<file path="config.mk">
export PLATFORM = sky130hd
export DESIGN_NAME = fdtdu_cell
export DESIGN_NICKNAME = d
export VERILOG_FILES = /design/src/design/fdtdu_pkg.sv /design/src/design/fdtdu_cell.sv
export SDC_FILE = /design/constraint.sdc
export NUM_CORES = 1
export LEC_CHECK = 0
export BUFFER_PORTS_ARGS = -buffer_cell sky130_fd_sc_hd__buf_4
export CAP_MARGIN = 10
export CORE_MARGIN = 4
export CORE_UTILIZATION = 27
export CTS_CLUSTER_SIZE = 16
export DETAILED_ROUTE_END_ITERATION = 10
export HOLD_SLACK_MARGIN = 0.1
export SLEW_MARGIN = 20
export SYNTH_ARGS = -nofsm -noshare
export SYNTH_HDL_FRONTEND = slang
export SYNTH_SLANG_ARGS = --single-unit
</file>
<file path="constraint.sdc">
create_clock -name i_clk -period 1.2 [get_ports i_clk]
set_input_delay 0.18 -clock i_clk [delete_from_list [all_inputs] [get_ports i_clk]]
set_output_delay 0.18 -clock i_clk [all_outputs]
set_load 0.01 [all_outputs]
</file>
<file path="src/design/fdtdu_pkg.sv">
// ----------------------------------------------------------------------------
// FDTD field update package
// Shared types, codes and saturation helper for the 1-D field engine.
// ----------------------------------------------------------------------------
package fdtdu_pkg;

    localparam int DEF_CELLS = 64;

    typedef enum logic [1:0] {
        KIND_LOAD = 2'd0,
        KIND_STEP = 2'd1,
        KIND_READ = 2'd2,
        KIND_NONE = 2'd3
    } t_kind;

    localparam logic CFG_INV_CELL_SIZE = 1'b0;
    localparam logic CFG_SOURCE_CELL   = 1'b1;

    typedef struct packed {
        logic [1:0]         kind;
        logic [5:0]         cell_index;
        logic signed [31:0] h_coefficient;
        logic signed [31:0] e_coefficient;
        logic signed [31:0] source_value;
    } t_in_item;

    typedef struct packed {
        logic [5:0]         read_cell;
        logic signed [31:0] e_value;
        logic signed [31:0] h_value;
    } t_out_item;

    typedef struct packed {
        logic signed [31:0] e;
        logic signed [31:0] h;
        logic signed [31:0] hc;
        logic signed [31:0] ec;
    } t_cell;

    typedef struct packed {
        logic load_first;
        logic load_second;
    } t_upd_ctrl;

    function automatic logic signed [31:0] sat32(input logic signed [64:0] v);
        logic signed [31:0] r;
        if (v > 65'sd2147483647) begin
            r = 32'sh7fffffff;
        end else if (v < -65'sd2147483648) begin
            r = 32'sh80000000;
        end else begin
            r = v[31:0];
        end
        return r;
    endfunction

endpackage

</file>
<file path="src/design/fdtdu_cell.sv">
// ----------------------------------------------------------------------------
// FDTD chain cell
// Holds the fields and coefficients of one cell and passes them on when the
// chain rotates.
// ----------------------------------------------------------------------------
module fdtdu_cell (
    input  logic           i_clk,
    input  logic           i_rst_n,
    input  logic           i_shift,
    input  fdtdu_pkg::t_cell i_next,
    output fdtdu_pkg::t_cell o_state
);
    import fdtdu_pkg::*;

    logic signed [31:0] r_e, r_h, r_hc, r_ec;

    always_ff @(posedge i_clk) begin
        if (!i_rst_n) begin
            r_e <= '0;
            r_h <= '0;
        end else if (i_shift) begin
            r_e <= i_next.e;
            r_h <= i_next.h;
        end
    end

    always_ff @(posedge i_clk) begin
        if (i_shift) begin
            r_hc <= i_next.hc;
            r_ec <= i_next.ec;
        end
    end

    assign o_state = '{e: r_e, h: r_h, hc: r_hc, ec: r_ec};

endmodule

</file>
==> impl_metrics.py, run 1 <==
metrics = {
    "outcome": {
        "outcome": "finished, final reports clean",
    },
    "worst_setup_path": {
        "critPathKind": "in -> reg",
        "worst_ep_arrival_time_ps": 1270,
        "required_ps": 1280,
        "worstSetupEndpointType": "flop",
        "slowest_stage": "dlygate4sd3_1",
        "crit_buf_inv": 3,
        "critPathMaxFanout": 20,
        "startpoint_type": "input pin",
        "slowest_delay_ps": 580,
        "cpLargestDelayFamily": "buffers and inverters",
        "cp_cell_sequence": "dlygate4sd3_1 -> buf_12 -> buf_4",
    },
    "clock_tree": {
        "cts_root_buf": "clkbuf_16",
        "clock_sinks": 128,
        "cts_tree": "yes",
        "cts_buffers": 17,
        "clock_latency_ps": 400,
        "path_clk_slew_ps": 60,
        "clockBufferDepth": 2,
        "cts_max_level": 4,
    },
    "floorplan": {
        "initial_core_util_pct": 27.53,
        "coreArea_sq_mm": 0.01589,
        "rows": 46,
        "dieArea_sq_mm": 0.01830,
        "die_h_um": 135.3,
        "ios": 259,
        "fp.dieW_um": 135.3,
    },
    "drt": {
        "drt-pass1-iter-count": 4,
        "routed_wl_um": 14910,
        "drt-wirelength-per-cell_um": 16.44,
        "vias": 3718,
        "ant_nets": 0,
        "viasPerCell": 4.099,
        "drt_iter0_markers": 139,
        "drc": 0,
    },
    "sta": {
        "fin_crit_sh_pct": 98.78,
        "hold_viol_final": 0,
        "max_freq_mhz": 843.6,
        "period_minus_slack_ps": 1185,
        "setup_viol": 0,
        "tightestPinTransition_ps": 535.1,
        "finClkSkew_ps": 0,
        "tns_ps": 0,
        "relSlewSlack_pct": 64.33,
        "finalMaxSlewViolations": 0,
    },
    "synth": {
        "yosysSeqAreaShare_pct": 73.25,
        "synth_cell_types": 8,
        "netlist_instances": 270,
        "synth.cell_area_sq_mm": 0.004373,
        "synth_fp_nets": 401,
        "yosys_register_bits": 128,
        "synth.avg_cell_area_sq_um": 16.20,
        "yosys_warnings": 0,
    },
    "global_route": {
        "track_usage_pct": 15.75,
        "first_global_vias": 3990,
        "antenna_found_initial": 0,
        "grt_max_degree": 65,
        "grt-ovfl-total": 0,
        "grt_pass1_wl_um": 22160,
    },
    "placement": {
        "portBuffers": 258,
        "place_congestion": 0.7155,
        "dpl.cell_count": 738,
        "dp_hpwl_um": 9191,
    },
    "min_path": {
        "hp-class": "in -> reg",
    },
    "final_layout": {
        "nFillCells": 1290,
        "fin_cells": 907,
        "fin_nets": 807,
        "layout-drive-gt1-share_pct": 43.54,
        "syn_to_final_growth_pct": 95.36,
    },
    "power": {
        "p_leak_nw": 3.844,
        "ir_worst_vdd_mv": 0.9181,
        "power_density_mw_per_mm2": 1402,
    },
    "flow_run": {
        "max-cap-violations": 0,
    },
}
[synthesized netlist by cell type, drive strengths merged]
| library cell | count | area (sq um) |
|---|---|---|
| buf | 7 | 101.4 |
| edfxtp | 64 | 1922 |
| clkbuf | 7 | 27.52 |
| mux2i | 64 | 640.6 |
| nor2b | 64 | 400.4 |
| dfxtp | 64 | 1281 |
[cell families after synthesis]
kind of cell / synth area share, %
DFF: 73.25
muxes: 14.65
and+or+nand+nor: 9.156
buffers and inverters: 2.947
[path summary, 6_finish.rpt]
path	from	to	slack (ps)	cells after the start
setup / recovery	i_shift	r_ec[31]$_DFFE_PP_	10	3
hold / removal	i_rst_n	r_h[1]$_SDFFE_PN0P_	300	2
setup reg to reg	r_e[11]$_SDFFE_PN0P_	r_e[11]$_SDFFE_PN0P_	540	2
hold reg to reg	r_e[13]$_SDFFE_PN0P_	r_e[13]$_SDFFE_PN0P_	510	2
[cells in the final DEF (no fill, tap or decap)]
cell type	Yosys	final
clkinv_2	0	2
bufinv_16	0	3
buf_16	0	2
mux2i_1	64	64
dfxtp_1	64	64
buf_6	1	3
clkinv_1	0	3
diode_2	0	2
buf_12	0	1
nor2b_1	64	64
clkinvlp_4	0	1
buf_4	0	264
clkbuf_16	0	19
dlygate4sd3_1	0	129
clkbuf_1	6	1
inv_6	0	3
edfxtp_1	64	64
clkinv_4	0	2
[state kept, by name, summed over array words and instances, names as in the netlist]
name  count
r_h      32
r_ec     32
r_hc     32
r_e      32
[layer usage]
| layer | vias to the layer above | global-route usage [%] | part of all wire (%) |
|---|---|---|---|
| met5 | - | 0 | 0 |
| met3 | 17 | 6.018 | 9.2 |
| met4 | 0 | 5.375 | 1.4 |
| met2 | 180 | 27.74 | 51 |
| met1 | 1763 | 17.42 | 39 |
| li1 | 1758 | - | - |
[report_power, final]
part	internal (mW)	total (mW)	leakage [nW]	switching (mW)
combinational	1.10	1.77	2.40	0.670
clock	3.26	5.16	0.288	1.90
sequential	4.91	5.04	1.15	0.129
[final cells by class]
type | instances | area (sq um) | share of cell area (%)
multi-input combinational | 128 | 1041 | 12.19
timing repair buffer | 401 | 3432 | 40.17
clock buffer | 18 | 429.2 | 5.023
antenna | 2 | 5.005 | 0.05858
tap | 216 | 270.3 | 3.163
sequential | 128 | 3203 | 37.49
clock inverter | 14 | 162.7 | 1.904
[timing repair]
| action | in CTS | in global routing |
|---|---|---|
| setup buffers | 0 | 4 |
| gates resized for setup | 0 | 7 |
| setup endpoints to repair | 0 | 33 |
| hold buffers | 129 | 0 |
| endpoints found under the hold margin | 132 | 0 |
[metrics by stage]
stage	hold WS, ps	cell area, sq um	setup slack, ps	total power [mW]	utilization, %
5_1_grt	321.5	8538	-6.995	12.46	53.75
6_report	302.6	8543	14.58	11.98	53.78
3_5_place_dp	359.3	6540	160.7	6.477	41.17
3_3_place_gp	358.8	6540	161.9	6.452	41.17
2_1_floorplan	278.9	4373	370.9	5.573	-
4_1_cts	287.5	8423	20.49	12.01	53.02
Note: power is estimated with default switching activity, not from simulation.
==> inputs of run 2 (changes only) <==
clock period = 1.5 ns   (was 1.2 ns; I/O delays follow)
==> run 2 against run 1 <==
Setup slack better by 290 ps. Non-clock buffer count shrank 9. Power down 21%. Routed wire length down 5.0%. Die area did not move. Count of clock-buffer cells in the layout did not move. First-iteration DRC count up 7.9%. Global-route usage down 0.69 points. Critical endpoint is now o_state[44]. Sequential cell count unchanged. Register-to-register slack better by 310 ps. Cell count is 1.2% lower.
==> impl_metrics.py, run 2 (same netlist as run 1, synthesis figures left out) <==
metrics = {
    "sta": {
        "tightestPinTransition_ps": 523.1,
        "tns_ps": 0,
        "relSlewSlack_pct": 65.13,
        "finalMaxSlewViolations": 0,
        "fin_crit_sh_pct": 79.91,
        "finClkSkew_ps": 0,
        "max_freq_mhz": 834.3,
        "hold_viol_final": 0,
        "setup_viol": 0,
        "rsz0062_at_grt": "no",
        "period_minus_slack_ps": 1199,
    },
    "drt": {
        "drt-pass1-iter-count": 5,
        "drc": 0,
        "viasPerCell": 4.080,
        "routed_wl_um": 14170,
        "vias": 3656,
        "drt-wirelength-per-cell_um": 15.82,
        "drt_iter0_markers": 150,
        "ant_nets": 0,
    },
    "worst_setup_path": {
        "slowest_delay_ps": 400,
        "cpLargestDelayFamily": "flip-flops",
        "cp_num_cells": 1,
        "crit_buf_inv": 1,
        "startpoint_type": "flop",
        "required_ps": 1270,
        "cp_cell_sequence": "buf_4",
        "rrSetupSlack_ps": 850,
        "critPathMaxFanout": 1,
        "ff2ff_path_depth": 2,
        "worst_ep_arrival_time_ps": 970,
        "worstSetupEndpointType": "output pin",
        "critPathKind": "reg -> out",
        "slowest_stage": "edfxtp_1",
    },
    "power": {
        "p_leak_nw": 3.765,
        "ir_worst_vdd_mv": 0.6449,
        "power_mw": 9.444,
        "power_density_mw_per_mm2": 1125,
    },
    "floorplan": {
        "initial_core_util_pct": 27.53,
        "die_h_um": 135.3,
        "rows": 46,
        "fp.dieW_um": 135.3,
        "coreArea_sq_mm": 0.01589,
        "dieArea_sq_mm": 0.01830,
        "ios": 259,
    },
    "global_route": {
        "track_usage_pct": 15.06,
        "grt-ovfl-total": 0,
        "first_global_vias": 3875,
        "grt_max_degree": 65,
        "antenna_found_initial": 0,
        "grt_pass1_wl_um": 21160,
    },
    "min_path": {
        "hp-class": "in -> reg",
        "hold_depth": 1,
    },
    "clock_tree": {
        "cts_tree": "yes",
        "post_cts_buffers": 0,
        "path_clk_slew_ps": 60,
        "clock_latency_ps": 400,
        "clockBufferDepth": 2,
        "cts_max_level": 4,
        "cts_resized": 0,
        "clock_sinks": 128,
        "cts_buffers": 17,
        "cts_root_buf": "clkbuf_16",
    },
    "final_layout": {
        "mostFrequentLayoutCell": "buf_4",
        "multi_input_area_sq_mm": 0.001041,
        "fin_cells": 896,
        "final_cell_mix": "261 x buf_4, 128 x dlygate4sd3_1",
        "regArea_sq_mm": 0.003203,
        "diodes": 0,
        "fin_nets": 798,
        "fin_area_sq_mm": 0.008394,
        "layout-drive-gt1-share_pct": 43.38,
        "nFillCells": 1341,
        "syn_to_final_growth_pct": 91.96,
    },
    "outcome": {
        "outcome": "finished, final reports clean",
    },
    "placement": {
        "portBuffers": 258,
        "placed_area_sq_mm": 0.006525,
        "place_congestion": 0.7021,
        "dp_hpwl_um": 9240,
        "dpl.cell_count": 736,
    },
    "flow_run": {
        "max-cap-violations": 0,
    },
}
## run 2: final cells by class
type / instances / area share [%]
tap: 216 / 3.220
clock inverter: 14 / 1.893
timing repair buffer: 392 / 39.22
sequential: 128 / 38.16
multi-input combinational: 128 / 12.40
clock buffer: 18 / 5.113
## run 2: power breakdown
| group | internal, mW | leakage, nW | switching [mW] | total, mW |
|---|---|---|---|---|
| Sequential | 3.93 | 1.15 | 0.104 | 4.04 |
| Combinational | 0.847 | 2.33 | 0.516 | 1.36 |
| Clock | 2.47 | 0.280 | 1.57 | 4.05 |
| Total | 7.25 | 3.77 | 2.19 | 9.44 |
## run 2: routing by layer
| metal | track usage, % | vias up | wire length, um |
|---|---|---|---|
| met1 | 17.57 | 1717 | 5652 |
| met4 | 5.655 | 0 | 249 |
| met3 | 5.349 | 16 | 1253 |
| met5 | 0 | - | 0 |
| li1 | - | 1742 | - |
| met2 | 25.50 | 181 | 7016 |
## run 2: final timing paths
kind / startpoint / to
worst min register to register: r_e[17]$_SDFFE_PN0P_ / r_e[17]$_SDFFE_PN0P_
worst max register to register: r_e[11]$_SDFFE_PN0P_ / r_e[11]$_SDFFE_PN0P_
worst min-delay path: i_shift / r_ec[25]$_DFFE_PP_
worst max-delay path: r_hc[12]$_DFFE_PP_ / o_state[44]
## run 2: stage by stage
step                      hold slack [ps]  setup WS, ps  utilization, %
after floorplan                     323.9         625.9               -
after global placement              403.7         365.2           41.08
after detailed placement            404.4         334.3           41.08
after CTS                           133.5         261.7           52.84
after global routing                140.4         260.3           52.84
final                               159.9         301.3           52.84
## run 2: repair_timing
action                                 in CTS  in global routing
endpoints found under the hold margin     128                  0
hold buffers                              128                  0
setup endpoints to repair                   0                  0
==> inputs of run 3 (changes only) <==
ABC_AREA = 1   (was default)
clock period = 1.1 ns   (was 1.5 ns; I/O delays follow)
==> run 3 against run 2 <==
The flow now finishes with violations (setup timing). Synthesized cell count increased by 74%. Count of clock-buffer cells in the layout unchanged. First-iteration DRC count increased by 15%. Combinational power increased by 61%. Register-to-register slack got worse by 320 ps. Critical path type unchanged. Largest power group is now registers.
==> impl_metrics.py, run 3 <==
metrics = {
    "outcome": {
        "outcome": "finished, violations left",
        "violations": "setup timing",
    },
    "worst_setup_path": {
        "r2r_start": "r_e[18]$_SDFFE_PN0P_",
        "cp_num_cells": 1,
        "required_ps": 940,
        "cpLargestDelayFamily": "flip-flops",
        "ff2ff_path_depth": 2,
        "crit_buf_inv": 1,
        "slowest_delay_ps": 410,
        "critPathMaxFanout": 1,
        "startpoint_type": "flop",
        "reg2reg_to": "r_e[18]$_SDFFE_PN0P_",
        "rrSetupSlack_ps": 530,
        "worstSetupEndpointType": "output pin",
        "slowest_stage": "edfxtp_1",
        "worst_ep_arrival_time_ps": 980,
        "critPathKind": "reg -> out",
        "cp_cell_sequence": "buf_6",
    },
    "final_layout": {
        "layout-drive-gt1-share_pct": 35.00,
        "final_cell_mix": "200 x buf_4, 128 x nor2_1, 128 x nand2_1, 128 x dlygate4sd3_1",
        "fin_nets": 998,
        "fin_cells": 1101,
        "final_util_pct": 53.82,
        "syn_to_final_growth_pct": 95.07,
        "mostFrequentLayoutCell": "buf_4",
    },
    "clock_tree": {
        "cts_buffers": 17,
        "cts_root_buf": "clkbuf_16",
        "cts_max_level": 4,
        "clock_sinks": 128,
        "cts_tree": "yes",
        "clockBufferDepth": 2,
        "path_clk_slew_ps": 60,
        "clock_latency_ps": 400,
    },
    "global_route": {
        "antenna_found_initial": 1,
        "grt-ovfl-total": 0,
        "grt_pass1_wl_um": 23800,
        "first_global_vias": 4252,
        "track_usage_pct": 15.73,
        "grt_max_degree": 47,
    },
    "synth": {
        "yosys.area.top_type_share_pct": 41.85,
        "synth_cell_types": 8,
        "synth_edf_count": 64,
        "synth.cell_area_sq_mm": 0.004592,
        "synth_area_leaders": "edfxtp_1 42%, dfxtp_1 28%, nand2_1 10%",
        "netlist_instances": 469,
        "async_reset_ff_share_pct": 0,
        "synth.avg_cell_area_sq_um": 9.791,
        "yosys_register_bits": 128,
        "yosysSeqAreaShare_pct": 69.75,
        "synth_common_cells": "128 x nand2_1, 128 x nor2_1, 64 x dfxtp_1, 64 x edfxtp_1, 64 x inv_1",
        "ys_dominant_reg_cell": "edfxtp_1",
        "yosysTopAreaCell": "edfxtp_1",
        "synth_fp_nets": 600,
        "yosys_warnings": 0,
    },
    "power": {
        "power_frac_seq_pct": 42.5,
        "p_comb_share_pct": 16.7,
        "ir_worst_vdd_mv": 0.9805,
        "p_leak_nw": 4.373,
        "power_density_mw_per_mm2": 1465,
        "switchingPower_mw": 3.263,
        "netSwitchingFraction_pct": 24.87,
        "p_int_mw": 9.856,
        "p_clk_share_pct": 40.9,
    },
    "sta": {
        "hold_viol_final": 0,
        "finalWorstSetupSlack_ps": -47.16,
        "setup_viol": 29,
        "relSlewSlack_pct": 75.49,
        "tns_ps": -483.4,
        "finalMaxSlewViolations": 0,
        "finClkSkew_ps": 0,
        "rsz0062_at_grt": "yes",
        "tightestPinTransition_ps": 367.7,
        "period_minus_slack_ps": 1147,
        "max_freq_mhz": 871.7,
        "fin_crit_sh_pct": 104.3,
    },
    "drt": {
        "routed.top_layer": "met4",
        "wl_met1_um": 6693,
        "drt_iter0_markers": 173,
        "met2WireLength_um": 7920,
        "drt-pass1-iter-count": 4,
        "routed_wl_um": 16000,
        "drt-wirelength-per-cell_um": 14.53,
        "drc": 0,
        "ant_nets": 0,
        "vias": 4378,
        "viasPerCell": 3.976,
        "wl_met3_um": 1217,
    },
    "min_path": {
        "hold_end": "r_h[21]$_SDFFE_PN0P_",
        "hp-class": "in -> reg",
        "hp-start": "i_rst_n",
        "hold_depth": 4,
    },
    "floorplan": {
        "die_h_um": 138.4,
        "initial_core_util_pct": 27.59,
        "coreArea_sq_mm": 0.01664,
        "ios": 259,
        "dieArea_sq_mm": 0.01916,
        "rows": 47,
        "fp.dieW_um": 138.4,
    },
    "placement": {
        "place_congestion": 0.7827,
        "dpl_worst_slack_ps": 178.0,
        "portBuffers": 258,
        "dpl.cell_count": 936,
        "dp_hpwl_um": 9551,
    },
    "flow_run": {
        "max-cap-violations": 0,
    },
}
==> run 3: cell count changes in the layout (fill, tap and decap cells not counted), moves of 2 or more <==
cell,before,now
nand2_1,0,128
nor2b_1,64,0
nor2_1,0,128
clkbuf_16,17,20
dfxtp_1,64,58
dfxtp_2,0,6
inv_6,1,3
buf_4,261,200
mux2i_1,64,0
buf_16,0,3
buf_6,1,63
inv_1,0,64
==> run 3: layout make-up <==
cell class | instances | area (sq um)
sequential | 128 | 3211
clock inverter | 14 | 136.4
clock buffer | 18 | 429.2
fill | 1420 | 7685
inverter | 64 | 240.2
timing repair buffer | 400 | 3702
multi-input combinational | 256 | 960.9
tap | 220 | 275.3
antenna | 1 | 2.502
==> run 3: repair_timing <==
item                       in CTS  in global routing
gates cloned                    0                  3
hold endpoints to repair      132                  0
setup endpoints to repair      49                145
setup buffers                   0                  0
resized for setup              31                 44
hold buffers                  129                  0
==> run 3: kinds of logic (layout without fill, tap and decap cells) <==
group | Yosys count | count (layout) | synth area share, %
flops | 128 | 128 | 69.75
buf+inv | 85 | 496 | 9.319
simple gates | 256 | 256 | 20.93
other cells | 0 | 1 | 0
==> run 3: per-layer routing <==
layer | vias up | GRT usage [%]
met5 | - | 0
li1 | 2203 | -
met4 | 0 | 4.992
met1 | 1979 | 18.75
met2 | 187 | 26.34
met3 | 9 | 6.008
==> run 3: power groups by stage <==
stage	clock network, mW	registers (mW)	logic (mW)
CTS	5.46	5.54	2.06
floorplan	0	5.80	0.406
finish	5.36	5.57	2.19
detailed placement	0	5.62	1.62
global route	5.73	5.61	2.34
global placement	0	5.61	1.61
==> run 3: metrics by stage <==
| step | total power [mW] | hold slack, ps | cell area (sq um) |
|---|---|---|---|
| 5_1_grt | 13.68 | 182.6 | 8957 |
| 4_1_cts | 13.06 | 171.7 | 8718 |
| 2_1_floorplan | 6.202 | 263.9 | 4592 |
| 6_report | 13.12 | 181.5 | 8957 |
| 3_3_place_gp | 7.219 | 343.1 | 6745 |
| 3_5_place_dp | 7.241 | 344.3 | 6745 |
==> run 3: worst max path at each step <==
stage,from,endpoint,slack (ps)
floorplan,i_shift,r_e[0]$_SDFFE_PN0P_,410
global placement,i_shift,r_hc[14]$_DFFE_PP_,180
detailed placement,i_shift,r_hc[10]$_DFFE_PP_,180
CTS,r_ec[6]$_DFFE_PP_,o_state[6],-50
global route,r_hc[31]$_DFFE_PP_,o_state[63],-80
finish,r_hc[31]$_DFFE_PP_,o_state[63],-50
==> run 3: worst reg2reg max path, cell delays in order (launching register included) <==
cell     delay [ps]
dfxtp_2         330
nor2_1           80
nor2_1           60
